## config.mk

```make
export PLATFORM = sky130hd
export DESIGN_NAME = efp_front_flat
export DESIGN_NICKNAME = d
export VERILOG_FILES = /design/src/efp_pkg.sv /design/src/efp_if.sv /design/src/efp_front.sv /design/src/flat_wrapper.sv
export SDC_FILE = /design/constraint.sdc
export NUM_CORES = 2
export LEC_CHECK = 0
export BUFFER_PORTS_ARGS = -buffer_cell sky130_fd_sc_hd__buf_4
export CORE_UTILIZATION = 40
export DETAILED_ROUTE_END_ITERATION = 10
export GPL_TIMING_DRIVEN = 0
export SLEW_MARGIN = 10
export SYNTH_ARGS = -nofsm -noshare
export SYNTH_HDL_FRONTEND = slang
export SYNTH_SLANG_ARGS = --single-unit
```

## constraint.sdc

```tcl
create_clock -name i_clk -period 6.6 [get_ports i_clk]
set_input_delay 0.33 -clock i_clk [delete_from_list [all_inputs] [get_ports i_clk]]
set_output_delay 0.33 -clock i_clk [all_outputs]
set_load 0.03 [all_outputs]
```

## src/efp_pkg.sv

```systemverilog
// Shared types, constants and color tables for the escape-time fractal pixel.
// Depends on nothing; every other file refers to it by scoped names.
package efp_pkg;

    localparam int COORD_W    = 15;
    localparam int COMP_W     = 32;
    localparam int CFG_IDX_W  = 3;
    localparam int CFG_DATA_W = 32;
    localparam int STEP_W     = 31;
    localparam int ITER_W     = 16;
    localparam int COLOR_W    = 8;
    localparam int WIDE_W     = 66;

    localparam int BRIGHT_DIV   = 200;
    localparam int BRIGHT_MAX   = 255;
    localparam int BRIGHT_FLOOR = 20;

    localparam logic signed [31:0] RST_X_ORIGIN = -32'sd603979776;
    localparam logic [30:0]        RST_X_STEP   = 31'd33554;
    localparam logic signed [31:0] RST_Y_ORIGIN = -32'sd301989888;
    localparam logic [30:0]        RST_Y_STEP   = 31'd33554;
    localparam logic [15:0]        RST_MAX_ITER = 16'd5000;

    typedef enum logic [CFG_IDX_W-1:0] {
        REG_X_ORIGIN   = 3'd0,
        REG_X_STEP     = 3'd1,
        REG_Y_ORIGIN   = 3'd2,
        REG_Y_STEP     = 3'd3,
        REG_MAX_ITER   = 3'd4
    } t_reg_idx;

    typedef enum logic [2:0] {
        BK_IDLE,
        BK_MUL,
        BK_UPD,
        BK_BRIGHT,
        BK_OUT
    } t_bk_state;

    typedef struct packed {
        logic signed [COMP_W-1:0] x_origin;
        logic [STEP_W-1:0]        x_step;
        logic signed [COMP_W-1:0] y_origin;
        logic [STEP_W-1:0]        y_step;
    } t_win;

    typedef struct packed {
        logic signed [COMP_W-1:0] cr;
        logic signed [COMP_W-1:0] ci;
    } t_point;

    typedef logic [COLOR_W-1:0] t_lut8 [256];

    function automatic logic signed [COMP_W-1:0] f_sat32(input logic signed [WIDE_W-1:0] v);
        logic signed [WIDE_W-1:0] hi;
        logic signed [WIDE_W-1:0] lo;
        hi = (WIDE_W'(1) <<< (COMP_W - 1)) - WIDE_W'(1);
        lo = -(WIDE_W'(1) <<< (COMP_W - 1));
        if (v > hi) begin
            return {1'b0, {(COMP_W-1){1'b1}}};
        end else if (v < lo) begin
            return {1'b1, {(COMP_W-1){1'b0}}};
        end
        return v[COMP_W-1:0];
    endfunction

    function automatic t_lut8 f_bright_lut();
        t_lut8 t;
        int    v;
        for (int i = 0; i < 256; i++) begin
            v = (i * BRIGHT_MAX) / BRIGHT_DIV;
            if (v > BRIGHT_MAX) v = BRIGHT_MAX;
            if (v < BRIGHT_FLOOR) v = 0;
            t[i] = COLOR_W'(v);
        end
        return t;
    endfunction

    function automatic t_lut8 f_red_lut();
        t_lut8 t;
        for (int i = 0; i < 256; i++) begin
            t[i] = COLOR_W'((i * i) / BRIGHT_MAX);
        end
        return t;
    endfunction

    function automatic t_lut8 f_blue_lut();
        t_lut8 t;
        int    n;
        int    r;
        for (int i = 0; i < 256; i++) begin
            n = BRIGHT_MAX * i;
            r = 0;
            for (int k = 7; k >= 0; k--) begin
                if ((r + (1 << k)) * (r + (1 << k)) <= n) r = r + (1 << k);
            end
            t[i] = COLOR_W'(r);
        end
        return t;
    endfunction

    localparam t_lut8 BRIGHT_LUT = f_bright_lut();
    localparam t_lut8 RED_LUT    = f_red_lut();
    localparam t_lut8 BLUE_LUT   = f_blue_lut();

endpackage

```

## src/efp_if.sv

```systemverilog
// Handshake channels of the fractal pixel block: pixel requests, colors, register writes.
// Depends on efp_pkg for field widths.
interface efp_pix_if;
    logic                          valid;
    logic                          ready;
    logic [efp_pkg::COORD_W-1:0]   column;
    logic [efp_pkg::COORD_W-1:0]   row;
    modport source (output valid, output column, output row, input ready);
    modport sink   (input valid, input column, input row, output ready);
endinterface


```

## src/efp_front.sv

```systemverilog
// Front end: accepts pixel requests and maps column and row to the point c.
// Depends on efp_pkg and efp_pix_if.
module efp_front #(
    parameter int COORD_BITS = 15
) (
    input  logic                 i_clk,
    input  logic                 i_rst_n,
    efp_pix_if.sink              i_pix,
    input  efp_pkg::t_win        i_win,
    output logic                 o_push_valid,
    input  logic                 i_push_ready,
    output efp_pkg::t_point      o_push_data
);
    localparam int CB = (COORD_BITS < efp_pkg::COORD_W) ? COORD_BITS : efp_pkg::COORD_W;
    localparam logic [efp_pkg::COORD_W-1:0] CMASK =
        efp_pkg::COORD_W'((17'd1 << CB) - 17'd1);
    localparam int PROD_W = efp_pkg::COORD_W + efp_pkg::STEP_W;
    localparam int SUM_W  = PROD_W + 2;

    logic              r_v1;
    logic [PROD_W-1:0] r_pr;
    logic [PROD_W-1:0] r_pi;
    logic              r_v2;
    efp_pkg::t_point   r_pt;

    logic                     w_adv1;
    logic                     w_adv2;
    logic                     w_load2;
    logic signed [SUM_W-1:0]  w_sr;
    logic signed [SUM_W-1:0]  w_si;

    assign w_adv2  = !r_v2 || i_push_ready;
    assign w_load2 = r_v1 && w_adv2;
    assign w_adv1  = !r_v1 || w_load2;
    assign i_pix.ready = w_adv1;

    assign w_sr = $signed({{(SUM_W-efp_pkg::COMP_W){i_win.x_origin[efp_pkg::COMP_W-1]}},
                           i_win.x_origin}) + $signed({2'b00, r_pr});
    assign w_si = $signed({{(SUM_W-efp_pkg::COMP_W){i_win.y_origin[efp_pkg::COMP_W-1]}},
                           i_win.y_origin}) + $signed({2'b00, r_pi});

    always_ff @(posedge i_clk) begin
        if (!i_rst_n) begin
            r_v1 <= 1'b0;
            r_v2 <= 1'b0;
        end else begin
            if (w_adv1) r_v1 <= i_pix.valid;
            if (w_adv2) r_v2 <= r_v1;
        end
        if (w_adv1 && i_pix.valid) begin
            r_pr <= PROD_W'(i_pix.column & CMASK) * PROD_W'(i_win.x_step);
            r_pi <= PROD_W'(i_pix.row & CMASK) * PROD_W'(i_win.y_step);
        end
        if (w_load2) begin
            r_pt.cr <= efp_pkg::f_sat32($signed({{(efp_pkg::WIDE_W-SUM_W){w_sr[SUM_W-1]}}, w_sr}));
            r_pt.ci <= efp_pkg::f_sat32($signed({{(efp_pkg::WIDE_W-SUM_W){w_si[SUM_W-1]}}, w_si}));
        end
    end

    assign o_push_valid = r_v2;
    assign o_push_data  = r_pt;

endmodule

```

## src/flat_wrapper.sv

```systemverilog
// flat-port wrapper written by rule: the top's interface ports become plain ports
module efp_front_flat 
#(
    parameter int COORD_BITS = 15
)
  (i_clk, i_rst_n, i_win, o_push_valid, i_push_ready, o_push_data, i_pix_valid, i_pix_column, i_pix_row, i_pix_ready);
  efp_pix_if i_pix_i ();
  input  logic i_clk;
  input  logic i_rst_n;
  input  efp_pkg::t_win i_win;
  output logic o_push_valid;
  input  logic i_push_ready;
  output efp_pkg::t_point o_push_data;
  input wire logic [$bits(i_pix_i.valid)-1:0] i_pix_valid;
  input wire logic [$bits(i_pix_i.column)-1:0] i_pix_column;
  input wire logic [$bits(i_pix_i.row)-1:0] i_pix_row;
  output wire logic [$bits(i_pix_i.ready)-1:0] i_pix_ready;
  assign i_pix_i.valid = i_pix_valid;
  assign i_pix_i.column = i_pix_column;
  assign i_pix_i.row = i_pix_row;
  assign i_pix_ready = i_pix_i.ready;
  efp_front #(.COORD_BITS(COORD_BITS)) u_core (.i_clk(i_clk), .i_rst_n(i_rst_n), .i_pix(i_pix_i), .i_win(i_win), .o_push_valid(o_push_valid), .i_push_ready(i_push_ready), .o_push_data(o_push_data));
endmodule
```

==> run summary <==
Among the stages of the critical path, the cell type that occurs most often is sky130_fd_sc_hd__fa_1. The final max-slew violation count came out at 0. The buffer depth of the longest clock path is 2.

By area the synthesized netlist is led by sky130_fd_sc_hd__fa_1 37%, sky130_fd_sc_hd__edfxtp_1 12%, sky130_fd_sc_hd__ha_1 9.8%, sky130_fd_sc_hd__and2_1 8.1%, sky130_fd_sc_hd__inv_1 7.8%. The weighted congestion reported at the end of routability-driven placement is 0.942. The most used flip-flop cell after synthesis is sky130_fd_sc_hd__edfxtp_1. The tree built by TritonCTS fans out to around 160 sinks. The top fanout value on the critical path is 10.

The synthesized area came out at 0.0402 mm2. The starting density of the core came out at between 40% and 50%. In the global route stage, overall resource usage came out at about a quarter. The chip width is between 300 and 400 um. TritonCTS built the clock tree. Row generation in the floorplan step produced 115 rows.

The number of nets in the layout is between 5000 and 6000. For this run, design rule violations remaining after detail routing come to 0. Among all stages on the critical path, the largest delay is contributed by sky130_fd_sc_hd__fa_1. The setup path with the least slack is of type primary input to register. The data required time of the worst path is approximately 7 ns.

In this run the vertical extent of the chip is around 320 um. Entering global routing, the biggest net connects 67 pins. The synthesized design devotes to its leading area cell type 37.4% of total area. After detailed routing, the number of vias per cell comes to 5.28. The number of different library cells in the post-synthesis netlist is 77. The ratio of cells with drive above 1 in the final layout came out at 10.7%.

The count of input and output buffers is between 200 and 250. The first detailed-routing pass took 5 iterations. The quantity of hold-fixing buffers added after cts came out at 0. The post-synthesis net count came out at between 5000 and 6000.

Summed over all instances, the cell type with the most area after synthesis is sky130_fd_sc_hd__fa_1. The sum of overflow across all layers after global routing is 0. The library cell used as clock root buffer is sky130_fd_sc_hd__clkbuf_16. The clock-pin slew on the worst setup and hold paths came out at 0.07 ns. The initial antenna violation count is 16. The area enclosed by the die boundary came out at 0.102 mm2. Each instance of the synthesized netlist takes up on average approximately 9 um2.

The number of top-level pins is 226. The part of the Yosys area used for sequential elements is 11.7%. The cell family contributing the most delay on the critical path is adder cells. The run finished with clean final reports. The H-tree depth reported by CTS is 4. The sum of negative setup slack is 0 ns. The global-route wire length before repair is slightly below 200000 um.

The count of flip-flops with a built-in enable after synthesis is 156. The tightest min-delay check is of the primary input to register type. The worst setup slack after layout is 0.0567 ns. The area added between synthesis and finish is 12.2%. The worst setup path is captured at a register. The signal on the critical path passes through buf_4 > clkbuf_1 > and2_1 > fa_1 > fa_1 > fa_1 > fa_1 > fa_1 > inv_1 > fa_1 > inv_1 > ha_4 > and3_4 > o2111ai_2 > o31ai_4 > o21bai_2 > a21oi_2 > o21ai_2 > o211ai_1 > o41ai_2 > buf_4 > o31ai_2 > xor2_1. The routed via count is 31800. The number of global-route vias before repair was between 30000 and 40000.

The final layout contains routed wiring with a total length of 123000 um. Max-cap violations in this run came to 0. For this run, the number of Yosys warnings is 0.

The peak clock frequency supported by timing came out at 0.153 GHz. Setup slack on the worst reg-to-reg path comes out at 1.91 ns. The insertion delay of the later-clocked pin in the worst-skew pair is roughly 0.44 ns. In the synthesized netlist the async set-or-reset flop fraction comes to 0%. The clock skew after layout is between 0.01 and 0.015 ns. The first routing iteration left approximately 2200 violations. The clock buffer count from CTS is 17.

Counting I/O delays and the setup requirement, the final critical path takes 6.54 ns. The measured slew at the worst slew-check pin is 1.07 ns. The number of standard cells after synthesis is 4459. The tightest slew margin relative to the limit came out at 27.9%. Prior to clock tree synthesis, the placed netlist has a worst setup slack of -1.40 ns. For this run, the slowest stage of the critical path takes 0.58 ns. Detailed placement finished with a half-perimeter wire length of 102000 um.

The final-report hold violation count is 0. The final cycle utilization of the critical path came out at 99.1%. The number of nets with antenna violations after routing came out at 0. The synthesized flop and latch total is 158. The area of the core came out at 0.0990 mm2. STA puts the critical path data arrival time at slightly below 7 ns. The average wire length per cell after detail routing is 20.3 um. Setup violations remaining at the end of the flow were counted as 0.

The count of buffer and inverter cells on the critical path came out at 5. STA classifies the critical path startpoint as a primary input.
-- flip-flops by register name, indices dropped and copies added (netlist names) --
name and flops:
u_core.o_push_data 64, u_core.r_pi 46, u_core.r_pr 46, u_core.r_v1 1
u_core.o_push_valid 1
-- Yosys cell counts (all sizes together), types with 11 or more instances --
library cell,n
a211oi,25
a21o,111
a21oi,183
a31oi,20
and2,521
and3,18
buf,18
clkbuf,186
edfxtp,156
fa,752
ha,314
inv,834
nand2,539
nand2b,22
nand3,34
nand4,36
nor2,124
nor2b,19
nor3,39
o211ai,19
o21a,33
o21ai,137
o21bai,25
o31ai,11
or3,11
xnor2,101
xor2,57
-- repair_timing --
action                                  CTS  global route
resized for setup                       171           204
pin swaps                                 7            48
endpoints found under the setup margin   27            23
hold endpoints to repair                  0             0
buffers inserted                          5            14
-- through the flow --
| stage | cells | util [%] | hold WS, ns | instance area [um2] |
|---|---|---|---|---|
| global route | 6019 | 45.6 | 0.0869 | 45100 |
| detailed placement | 5974 | 44.1 | 0.520 | 43600 |
| floorplan | 4459 | - | 0.448 | 40200 |
| global placement | 5971 | 44.0 | 0.491 | 43500 |
| CTS | 6007 | 45.1 | 0.0825 | 44600 |
| finish | 6022 | 45.6 | 0.0986 | 45100 |
-- cell usage in the layout (no fill, tap or decap), types with 7 or more instances in the layout --
cell,n
sky130_fd_sc_hd__xnor2_1,101
sky130_fd_sc_hd__fa_1,743
sky130_fd_sc_hd__o31ai_1,7
sky130_fd_sc_hd__a21boi_0,8
sky130_fd_sc_hd__o21ai_1,10
sky130_fd_sc_hd__nor4_1,8
sky130_fd_sc_hd__o21bai_1,24
sky130_fd_sc_hd__a31oi_1,20
sky130_fd_sc_hd__clkbuf_4,28
sky130_fd_sc_hd__ha_1,299
sky130_fd_sc_hd__nand2b_1,22
sky130_fd_sc_hd__or3_1,11
sky130_fd_sc_hd__clkbuf_2,51
sky130_fd_sc_hd__clkbuf_1,56
sky130_fd_sc_hd__nand4_1,34
sky130_fd_sc_hd__o21ai_0,124
sky130_fd_sc_hd__a21oi_1,173
sky130_fd_sc_hd__buf_6,10
sky130_fd_sc_hd__nand3_1,33
sky130_fd_sc_hd__clkbuf_16,17
sky130_fd_sc_hd__o21a_1,33
sky130_fd_sc_hd__a21oi_2,9
sky130_fd_sc_hd__xor2_1,57
sky130_fd_sc_hd__fa_2,9
sky130_fd_sc_hd__inv_1,830
sky130_fd_sc_hd__edfxtp_1,156
sky130_fd_sc_hd__a21o_1,111
sky130_fd_sc_hd__nor3_1,39
sky130_fd_sc_hd__ha_4,8
sky130_fd_sc_hd__o211ai_1,19
sky130_fd_sc_hd__nor2b_1,18
sky130_fd_sc_hd__a211oi_1,24
sky130_fd_sc_hd__ha_2,7
sky130_fd_sc_hd__nor2_1,124
sky130_fd_sc_hd__buf_2,38
sky130_fd_sc_hd__buf_4,254
sky130_fd_sc_hd__nand2_1,537
sky130_fd_sc_hd__and3_1,17
sky130_fd_sc_hd__and2_1,517
-- path summary, 6_finish.rpt --
| kind | from | endpoint | depth (start not counted) |
|---|---|---|---|
| worst min-delay path | i_rst_n | u_core.o_push_valid | 2 |
| worst max-delay path | i_pix_column[13] | u_core.r_pr[44] | 23 |
| worst min register to register | u_core.r_v1 | u_core.o_push_valid | 1 |
| worst max register to register | u_core.r_pi[0] | u_core.o_push_data[26] | 15 |
-- kinds of logic (layout without fill, tap and decap cells) --
kind of cell             Yosys count  count (layout)  share of synthesized area (%)
adder cells (fa/ha/maj)         1066            1066                           47.2
XOR/XNOR                         158             158                           3.44
AO/OA/AOI/OAI                    640             640                           10.3
other                              0               3                              0
flip-flops                       158             158                           11.7
AND/OR/NAND/NOR                 1397            1397                           17.5
buffers and inverters           1038            1311                           9.79
multiplexers                       2               2                         0.0497
-- routing by layer --
| layer | GRT usage (%) | vias to the layer above | routed length [um] |
|---|---|---|---|
| met5 | 0 | - | 75 |
| met4 | 6.75 | 12 | 3680 |
| met3 | 4.74 | 199 | 9810 |
| met2 | 39.8 | 1173 | 55800 |
| met1 | 33.3 | 15900 | 53200 |
| li1 | - | 14500 | - |
-- final cells by class --
type,instances,area [um2]
buffer,201,1180
clock buffer,17,425
clock inverter,12,170
tap,1287,1610
antenna,3,7.51
sequential,158,4720
fill,9698,53900
multi-input combinational,3263,32000
timing repair buffer,247,1930
inverter,834,3130
Power is not shown: default switching activity piles up to over one toggle a cycle in this logic, so the estimate is an artifact.
