<file path="config.mk">
export PLATFORM = sky130hd
export DESIGN_NAME = efp_queue
export DESIGN_NICKNAME = d
export VERILOG_FILES = /design/src/efp_pkg.sv /design/src/efp_queue.sv
export SDC_FILE = /design/constraint.sdc
export NUM_CORES = 1
export LEC_CHECK = 0
export ABC_AREA = 1
export BUFFER_PORTS_ARGS = -buffer_cell sky130_fd_sc_hd__buf_2
export CAP_MARGIN = 20
export CORE_ASPECT_RATIO = 0.9
export CORE_MARGIN = 1.5
export CORE_UTILIZATION = 50
export DETAILED_ROUTE_END_ITERATION = 16
export PLACE_DENSITY = 0.79
export SLEW_MARGIN = 20
export SYNTH_ARGS = -nofsm -noshare
export SYNTH_HDL_FRONTEND = slang
export SYNTH_SLANG_ARGS = --single-unit
</file>
<file path="constraint.sdc">
create_clock -name i_clk -period 4.39 [get_ports i_clk]
set_input_delay 0.6585 -clock i_clk [delete_from_list [all_inputs] [get_ports i_clk]]
set_output_delay 0.6585 -clock i_clk [all_outputs]
set_load 0.02 [all_outputs]
</file>
<file path="src/efp_pkg.sv">
// Shared types, constants and color tables for the escape-time fractal pixel.
// Depends on nothing; every other file refers to it by scoped names.
package efp_pkg;

    localparam int COORD_W    = 15;
    localparam int COMP_W     = 32;
    localparam int CFG_IDX_W  = 3;
    localparam int CFG_DATA_W = 32;
    localparam int STEP_W     = 31;
    localparam int ITER_W     = 16;
    localparam int COLOR_W    = 8;
    localparam int WIDE_W     = 66;

    localparam int BRIGHT_DIV   = 200;
    localparam int BRIGHT_MAX   = 255;
    localparam int BRIGHT_FLOOR = 20;

    localparam logic signed [31:0] RST_X_ORIGIN = -32'sd603979776;
    localparam logic [30:0]        RST_X_STEP   = 31'd33554;
    localparam logic signed [31:0] RST_Y_ORIGIN = -32'sd301989888;
    localparam logic [30:0]        RST_Y_STEP   = 31'd33554;
    localparam logic [15:0]        RST_MAX_ITER = 16'd5000;

    typedef enum logic [CFG_IDX_W-1:0] {
        REG_X_ORIGIN   = 3'd0,
        REG_X_STEP     = 3'd1,
        REG_Y_ORIGIN   = 3'd2,
        REG_Y_STEP     = 3'd3,
        REG_MAX_ITER   = 3'd4
    } t_reg_idx;

    typedef enum logic [2:0] {
        BK_IDLE,
        BK_MUL,
        BK_UPD,
        BK_BRIGHT,
        BK_OUT
    } t_bk_state;

    typedef struct packed {
        logic signed [COMP_W-1:0] x_origin;
        logic [STEP_W-1:0]        x_step;
        logic signed [COMP_W-1:0] y_origin;
        logic [STEP_W-1:0]        y_step;
    } t_win;

    typedef struct packed {
        logic signed [COMP_W-1:0] cr;
        logic signed [COMP_W-1:0] ci;
    } t_point;

    typedef logic [COLOR_W-1:0] t_lut8 [256];

    function automatic logic signed [COMP_W-1:0] f_sat32(input logic signed [WIDE_W-1:0] v);
        logic signed [WIDE_W-1:0] hi;
        logic signed [WIDE_W-1:0] lo;
        hi = (WIDE_W'(1) <<< (COMP_W - 1)) - WIDE_W'(1);
        lo = -(WIDE_W'(1) <<< (COMP_W - 1));
        if (v > hi) begin
            return {1'b0, {(COMP_W-1){1'b1}}};
        end else if (v < lo) begin
            return {1'b1, {(COMP_W-1){1'b0}}};
        end
        return v[COMP_W-1:0];
    endfunction

    function automatic t_lut8 f_bright_lut();
        t_lut8 t;
        int    v;
        for (int i = 0; i < 256; i++) begin
            v = (i * BRIGHT_MAX) / BRIGHT_DIV;
            if (v > BRIGHT_MAX) v = BRIGHT_MAX;
            if (v < BRIGHT_FLOOR) v = 0;
            t[i] = COLOR_W'(v);
        end
        return t;
    endfunction

    function automatic t_lut8 f_red_lut();
        t_lut8 t;
        for (int i = 0; i < 256; i++) begin
            t[i] = COLOR_W'((i * i) / BRIGHT_MAX);
        end
        return t;
    endfunction

    function automatic t_lut8 f_blue_lut();
        t_lut8 t;
        int    n;
        int    r;
        for (int i = 0; i < 256; i++) begin
            n = BRIGHT_MAX * i;
            r = 0;
            for (int k = 7; k >= 0; k--) begin
                if ((r + (1 << k)) * (r + (1 << k)) <= n) r = r + (1 << k);
            end
            t[i] = COLOR_W'(r);
        end
        return t;
    endfunction

    localparam t_lut8 BRIGHT_LUT = f_bright_lut();
    localparam t_lut8 RED_LUT    = f_red_lut();
    localparam t_lut8 BLUE_LUT   = f_blue_lut();

endpackage

</file>
<file path="src/efp_queue.sv">
// Two-entry queue of points between the front end and the iteration engine.
// Depends on efp_pkg.
module efp_queue (
    input  logic              i_clk,
    input  logic              i_rst_n,
    input  logic              i_push_valid,
    output logic              o_push_ready,
    input  efp_pkg::t_point   i_push_data,
    output logic              o_pop_valid,
    input  logic              i_pop_ready,
    output efp_pkg::t_point   o_pop_data
);
    efp_pkg::t_point r_mem [2];
    logic            r_wp;
    logic            r_rp;
    logic [1:0]      r_cnt;
    logic            w_push;
    logic            w_pop;

    assign o_push_ready = (r_cnt != 2'd2);
    assign o_pop_valid  = (r_cnt != 2'd0);
    assign o_pop_data   = r_mem[r_rp];
    assign w_push = i_push_valid && o_push_ready;
    assign w_pop  = o_pop_valid && i_pop_ready;

    always_ff @(posedge i_clk) begin
        if (!i_rst_n) begin
            r_wp  <= 1'b0;
            r_rp  <= 1'b0;
            r_cnt <= 2'd0;
        end else begin
            if (w_push) r_wp <= !r_wp;
            if (w_pop) r_rp <= !r_rp;
            r_cnt <= r_cnt + {1'b0, w_push} - {1'b0, w_pop};
        end
        if (w_push) r_mem[r_wp] <= i_push_data;
    end

endmodule

</file>
==> results of run 1 <==
==> final timing paths <==
path	to	depth (start not counted)	slack (ps)	startpoint
setup reg to reg	r_mem[0][31]	5	2140	r_cnt[0]
hold reg to reg	r_rp	2	500	r_rp
setup / recovery	o_pop_data[0]	3	1690	register
hold / removal	r_mem[1][1]	1	440	i_push_data[1]
==> synth_stat cells <==
master / instances / area, µm²
sky130_fd_sc_hd__dfxtp_1: 5 / 100
sky130_fd_sc_hd__a21oi_1: 1 / 5.00
sky130_fd_sc_hd__buf_12: 6 / 120
sky130_fd_sc_hd__mux2_2: 4 / 45.0
sky130_fd_sc_hd__ha_1: 1 / 12.5
sky130_fd_sc_hd__buf_6: 1 / 11.3
sky130_fd_sc_hd__nand2_1: 11 / 41.3
sky130_fd_sc_hd__edfxtp_1: 128 / 3840
sky130_fd_sc_hd__xnor2_1: 1 / 8.76
sky130_fd_sc_hd__mux2_4: 60 / 901
sky130_fd_sc_hd__nor2_1: 8 / 30.0
sky130_fd_sc_hd__inv_1: 7 / 26.3
sky130_fd_sc_hd__nand3_1: 1 / 5.00
sky130_fd_sc_hd__nor2_2: 1 / 6.26
==> power by group <==
part	switching (mW)	internal, mW
clock	0.490	0.826
combinational	0.571	0.480
sequential	0.0982	1.61
total	1.16	2.92
==> layer usage <==
layer  wire length [µm]  global-route usage [%]
met4                 72                    5.99
met5                  0                       0
met2               4020                    25.6
met3                617                    5.44
met1               3550                    20.2
==> sequential cells by signal, summed over array words and instances (netlist names), named ones only <==
register and cells:
r_rp 1, r_wp 1, r_mem 128, r_cnt 2
==> cell families (layout without fill, tap and decap cells) <==
kind of cell             after synthesis  in the layout  synth area share, %
AO/OA/AOI/OAI                          1              1               0.0970
XOR/XNOR                               1              1                0.170
buffers and inverters                 14            175                 3.06
adder cells (fa/ha/maj)                1              1                0.243
flip-flops                           133            133                 76.5
multiplexers                          64             64                 18.3
AND/OR/NAND/NOR                       21             21                 1.60
==> area by class of cell <==
class                   count  area (µm²)
clock buffers              17         425
flip-flops and latches    133        3950
multi-input cells          88        1070
clock inverters            14         139
fillers                   682        3330
inverters                   7        26.3
well taps                 126         158
repair buffers            137         728
==> per-stage QoR <==
step	instances	area, µm²	power [mW]	hold WS, ps
global route	522	6490	4.27	425
floorplan	235	5160	2.55	467
finish	522	6490	4.08	445
global placement	490	5900	2.77	481
CTS	522	6490	4.13	427
detailed placement	491	5930	2.80	492
==> results.md, run 1 <==
- Number of antenna violations at the first check in global routing: 0
- Share of synthesized area occupied by flip-flops and latches: 76.5%
- Share of layout cells above drive strength 1: 58.8%
- Number of port buffers: roughly 130
- Die extent in y: 99.3 µm
- Number of rows created at floorplan: 34
- Post-route clock period utilization: about three fifths
- Number of routed nets with antenna violations: 0
- Count of nets after finishing: 453
- Clock latency on the worst-skew pair: 400 ps
- Pin slew with the least headroom to its limit: 901 ps
- Worst slew margin relative to its limit: 39.8%
- Launching element type of the critical path: register
- CP Capture Type: output port
- Syn avg cell area: ~22 µm²
- Quantity of hold-fixing buffers added after cts: 0
- Worst-path maximum fanout: 34
- Inserted Clock Buffers: 17
- CP Class: reg -> out
- Cell Area, Synth: 5160 µm²
- Most frequent standard cell in the layout excluding fill and tap cells: sky130_fd_sc_hd__buf_2
- Wire length of the first global-routing pass: 12600 µm
- Achievable Freq: about 370 MHz
- Yosys warnings: 0
- Count of cell types in the netlist: 14
- Commonest cells after routing, fill and taps aside: 133 x sky130_fd_sc_hd__buf_2, 128 x sky130_fd_sc_hd__edfxtp_1, 60 x sky130_fd_sc_hd__mux2_4, 17 x sky130_fd_sc_hd__clkbuf_16, 11 x sky130_fd_sc_hd__nand2_1
- Max-slew violations: 0
- Final critical-path setup slack: 1690 ps
- Number of flip-flops and latches in the synthesized netlist: 133
- Area growth from synthesis to final layout: 25.9%
- Die Span X: 110 µm
- Final core area utilization: 66.1%
- Fin Setup TNS: 0 ps
- Clock transition time at the flip-flop clock pins of the worst setup and hold paths: 60 ps
- Buffer and inverter count on the worst path: 2
- Core area: 9830 µm²
- Maximum Capacitance Violations: 0
- Placer's final routability congestion estimate: 0.716
- Effective utilization at floorplan: 52.5%
- Endpoint arrival time on the critical path: 2040 ps
- Total congestion overflow after global routing: 0
- Number of hold violations in the final report: 0
- Unrepaired setup endpoints after global routing: no
- Post-synthesis cell count: 235
- Tot GR Track Use: 16.0%
- Worst Clk Skew: about 11 ps
- Static Leakage: ~2.6 nW
- Dpl hpwl: 5430 µm
- Worst path top cell family by delay: flip-flops
- Power density of the placed cells: 628 nW/µm²
- Clock Sinks: 133
- Largest net degree at the start of global routing: 40
- Number of nets in the synthesized netlist: 304
- Vias/cell: 4.87
- Clock tree buffer depth: 2
- Level count of the clock H-tree: 4
- TritonCTS clock tree: built
- Critical path cell sequence: buf_16 > mux2_2 > buf_2
- Status: complete, no violations
- Critical Path Max Stage Delay: 760 ps
- Root buffer cell: sky130_fd_sc_hd__clkbuf_16
- Top-Level Pins: roughly 130
- Setup slack after placement: 1830 ps
- Total number of vias: 2544
- Number of global-route vias before repair: 2565
- Remaining DRCs: 0
- Final setup violation count: 0
- Average wire per cell in the routed design: 15.8 µm
- Number of antenna cells inserted: 0
- Worst EP required: 3730 ps
- Post-CTS setup-driven buffer insertion count: 0
- DRC violation total after the first TritonRoute iteration: 102
- Quantity of gates resized following cts: 0
- Area of the die: 10900 µm²
- Maximum VDD drop: 0.000402 V
- Cell with the largest stage delay on the worst path: sky130_fd_sc_hd__dfxtp_4
- Router iterations before antenna repair: 6
- Minimum clock period: 2700 ps
- Path category of the worst min-delay check: in -> reg
- Final wirelength: 8260 µm
Note: power is estimated with default switching activity, not from simulation.
==> inputs of run 2 (changes only) <==
clock period = 2.7 ns   (was 4.39 ns; I/O delays follow)
==> results.md, run 2 (same netlist as run 1, synthesis figures left out) <==
- Inserted Clock Buffers: 17 (unchanged)
- Dpl hpwl: 5990 µm (was 5430 µm)
- Psw: 1.90 mW (was 1.16 mW)
- Top-Level Pins: 134 (unchanged)
- Fin Setup TNS: 0 ps (unchanged)
- Total congestion overflow after global routing: 0 (unchanged)
- Setup slack, reg-to-reg: 840 ps (was 2140 ps)
- CP Capture Type: output port (unchanged)
- Area of the die: 10900 µm² (unchanged)
- Buffer and inverter count on the worst path: 2 (unchanged)
- Critical Path Max Stage Delay: 560 ps (was 760 ps)
- Level count of the clock H-tree: 4 (unchanged)
- Maximum VDD drop: 0.000673 V (was 0.000402 V)
- Number of filler instances in the final layout: 680 (was 682)
- Area growth from synthesis to final layout: 27.4% (was 25.9%)
- Commonest cells after routing, fill and taps aside: 133 x sky130_fd_sc_hd__buf_2, 128 x sky130_fd_sc_hd__edfxtp_1, 60 x sky130_fd_sc_hd__mux2_4, 17 x sky130_fd_sc_hd__clkbuf_16, 11 x sky130_fd_sc_hd__nand2_1 (unchanged)
- Remaining DRCs: 0 (unchanged)
- Number of rows created at floorplan: 34 (unchanged)
- Worst Clk Skew: 8.64 ps (was 11.1 ps)
- Max-slew violations: 0 (unchanged)
- Share of total power consumed by net switching: 27.7% (was 28.4%)
- Setup slack after placement: 822 ps (was 1830 ps)
- DRC violation total after the first TritonRoute iteration: 128 (was 102)
- Status: complete, no violations (unchanged)
- Router iterations before antenna repair: 4 (was 6)
- Clock latency on the worst-skew pair: 400 ps (about the same)
- Registers with the most flip-flops: r_mem: 128 flops, r_cnt: 2 flops (unchanged)
- Register with the most flip-flops: r_mem (unchanged)
- Fraction of power consumed by the clock network: 34.1% (was 32.2%)
- Most frequent standard cell in the layout excluding fill and tap cells: sky130_fd_sc_hd__buf_2 (unchanged)
- Launching element type of the critical path: register (unchanged)
- Final core area utilization: 66.9% (was 66.1%)
- Total number of vias: 2552 (was 2544)
- Cell with the largest stage delay on the worst path: sky130_fd_sc_hd__dfxtp_4 (unchanged)
- Post-CTS setup-driven buffer insertion count: 0 (unchanged)
- Post-route clock period utilization: 81.0%
- Quantity of hold-fixing buffers added after cts: 0 (unchanged)
- Die extent in y: 99.3 µm (unchanged)
- Path category of the worst min-delay check: in -> reg (unchanged)
- Worst-path maximum fanout: 29 (was 34)
- Sequential share of power: 40.1% (was 42.0%)
- Final critical-path setup slack: 512 ps (was 1690 ps)
- Largest net degree at the start of global routing: 45 (was 40)
- Static Leakage: 2.63 nW (was 2.59 nW)
- Cell Int Power: 4.96 mW (was 2.92 mW)
- Power density of the placed cells: 1040 nW/µm² (was 628 nW/µm²)
- Die Span X: 110 µm (unchanged)
- Number of hold violations in the final report: 0 (unchanged)
- Achievable Freq: 457 MHz
- Quantity of gates resized following cts: 0 (unchanged)
- Number of port buffers: 133 (unchanged)
- Minimum clock period: 2190 ps
- Clock Sinks: 133 (unchanged)
- Wire length of the first global-routing pass: 13000 µm (was 12600 µm)
- Pin slew with the least headroom to its limit: 642 ps (was 901 ps)
- Combinational fraction of design power: 25.8% (about the same)
- CP Class: reg -> out (unchanged)
- Maximum Capacitance Violations: 0 (unchanged)
- Critical path cell sequence: buf_12 > mux2_2 > buf_2 (was buf_16 > mux2_2 > buf_2)
- Effective utilization at floorplan: 52.5% (unchanged)
- Placer's final routability congestion estimate: 0.693 (was 0.716)
- Number of routed nets with antenna violations: 0 (unchanged)
- Number of antenna violations at the first check in global routing: 1 (was 0)
- Worst EP required: 2300 ps (was 3730 ps)
- Final setup violation count: 0 (unchanged)
- Count of nets after finishing: 455 (was 453)
- Vias/cell: 4.88 (was 4.87)
- Multi-input gate area: 1070 µm² (unchanged)
- TritonCTS clock tree: built (unchanged)
- Worst slew margin relative to its limit: 57.1% (was 39.8%)
- Share of layout cells above drive strength 1: 59.4% (was 58.8%)
- Flip-flop count of the largest register after layout: 128 (unchanged)
- Root buffer cell: sky130_fd_sc_hd__clkbuf_16 (unchanged)
- Worst path top cell family by delay: flip-flops (unchanged)
- Tot GR Track Use: 16.7% (was 16.0%)
- Average wire per cell in the routed design: 16.6 µm (was 15.8 µm)
- Final wirelength: 8670 µm (was 8260 µm)
- Unrepaired setup endpoints after global routing: no (unchanged)
- Register area: 3950 µm² (unchanged)
- Clock transition time at the flip-flop clock pins of the worst setup and hold paths: 60 ps (about the same)
- Number of global-route vias before repair: 2637 (was 2565)
- Core area: 9830 µm² (unchanged)
- Endpoint arrival time on the critical path: 1780 ps (was 2040 ps)
- Clock tree buffer depth: 2 (unchanged)
- Number of antenna cells inserted: 0 (unchanged)
run 2: cell types whose count changed in the layout (fill, tap and decap cells not counted):
cell and change:
sky130_fd_sc_hd__buf_16 -1, sky130_fd_sc_hd__clkinvlp_4 -1, sky130_fd_sc_hd__clkinv_1 -2, sky130_fd_sc_hd__inv_6 +1, sky130_fd_sc_hd__buf_12 +3, sky130_fd_sc_hd__clkinv_4 -1
sky130_fd_sc_hd__bufinv_16 +2
run 2: per-stage QoR:
step | power (mW) | hold WS (ps) | cells | cell area (µm²)
after detailed placement | 4.60 | 494 | 493 | 5960
after global routing | 7.16 | 171 | 523 | 6570
after floorplan | 4.14 | 467 | 235 | 5160
after CTS | 6.94 | 175 | 523 | 6570
final | 6.86 | 190 | 523 | 6570
after global placement | 4.54 | 482 | 493 | 5960
run 2: final cells by class:
class,count,share of cell area [%]
repair buffers,139,11.6
clock buffers,17,6.47
well taps,126,2.40
inverters,7,0.400
clock inverters,13,2.80
flip-flops and latches,133,60.1
multi-input cells,88,16.3
run 2: layer usage:
| metal | vias to the layer above | GRT usage [%] | wire, µm |
|---|---|---|---|
| li1 | 1209 | - | - |
| met1 | 1227 | 19.2 | 3300 |
| met2 | 103 | 28.5 | 4530 |
| met3 | 11 | 6.16 | 748 |
| met4 | 2 | 6.29 | 76 |
| met5 | - | 0 | 13 |
run 2: path summary, 6_finish.rpt:
check | startpoint | to | depth (start not counted)
hold / removal | i_push_data[50] | r_mem[1][50] | 1
hold reg to reg | r_rp | r_rp | 2
setup / recovery | register | o_pop_data[0] | 3
setup reg to reg | r_cnt[0] | r_mem[0][25] | 5
run 2: power by group through the flow:
stage	registers [mW]	clock network (mW)	logic, mW
after floorplan	2.73	0	1.40
after global placement	2.77	0	1.77
after detailed placement	2.80	0	1.80
after CTS	2.76	2.38	1.80
after global routing	2.78	2.47	1.91
final	2.75	2.34	1.77
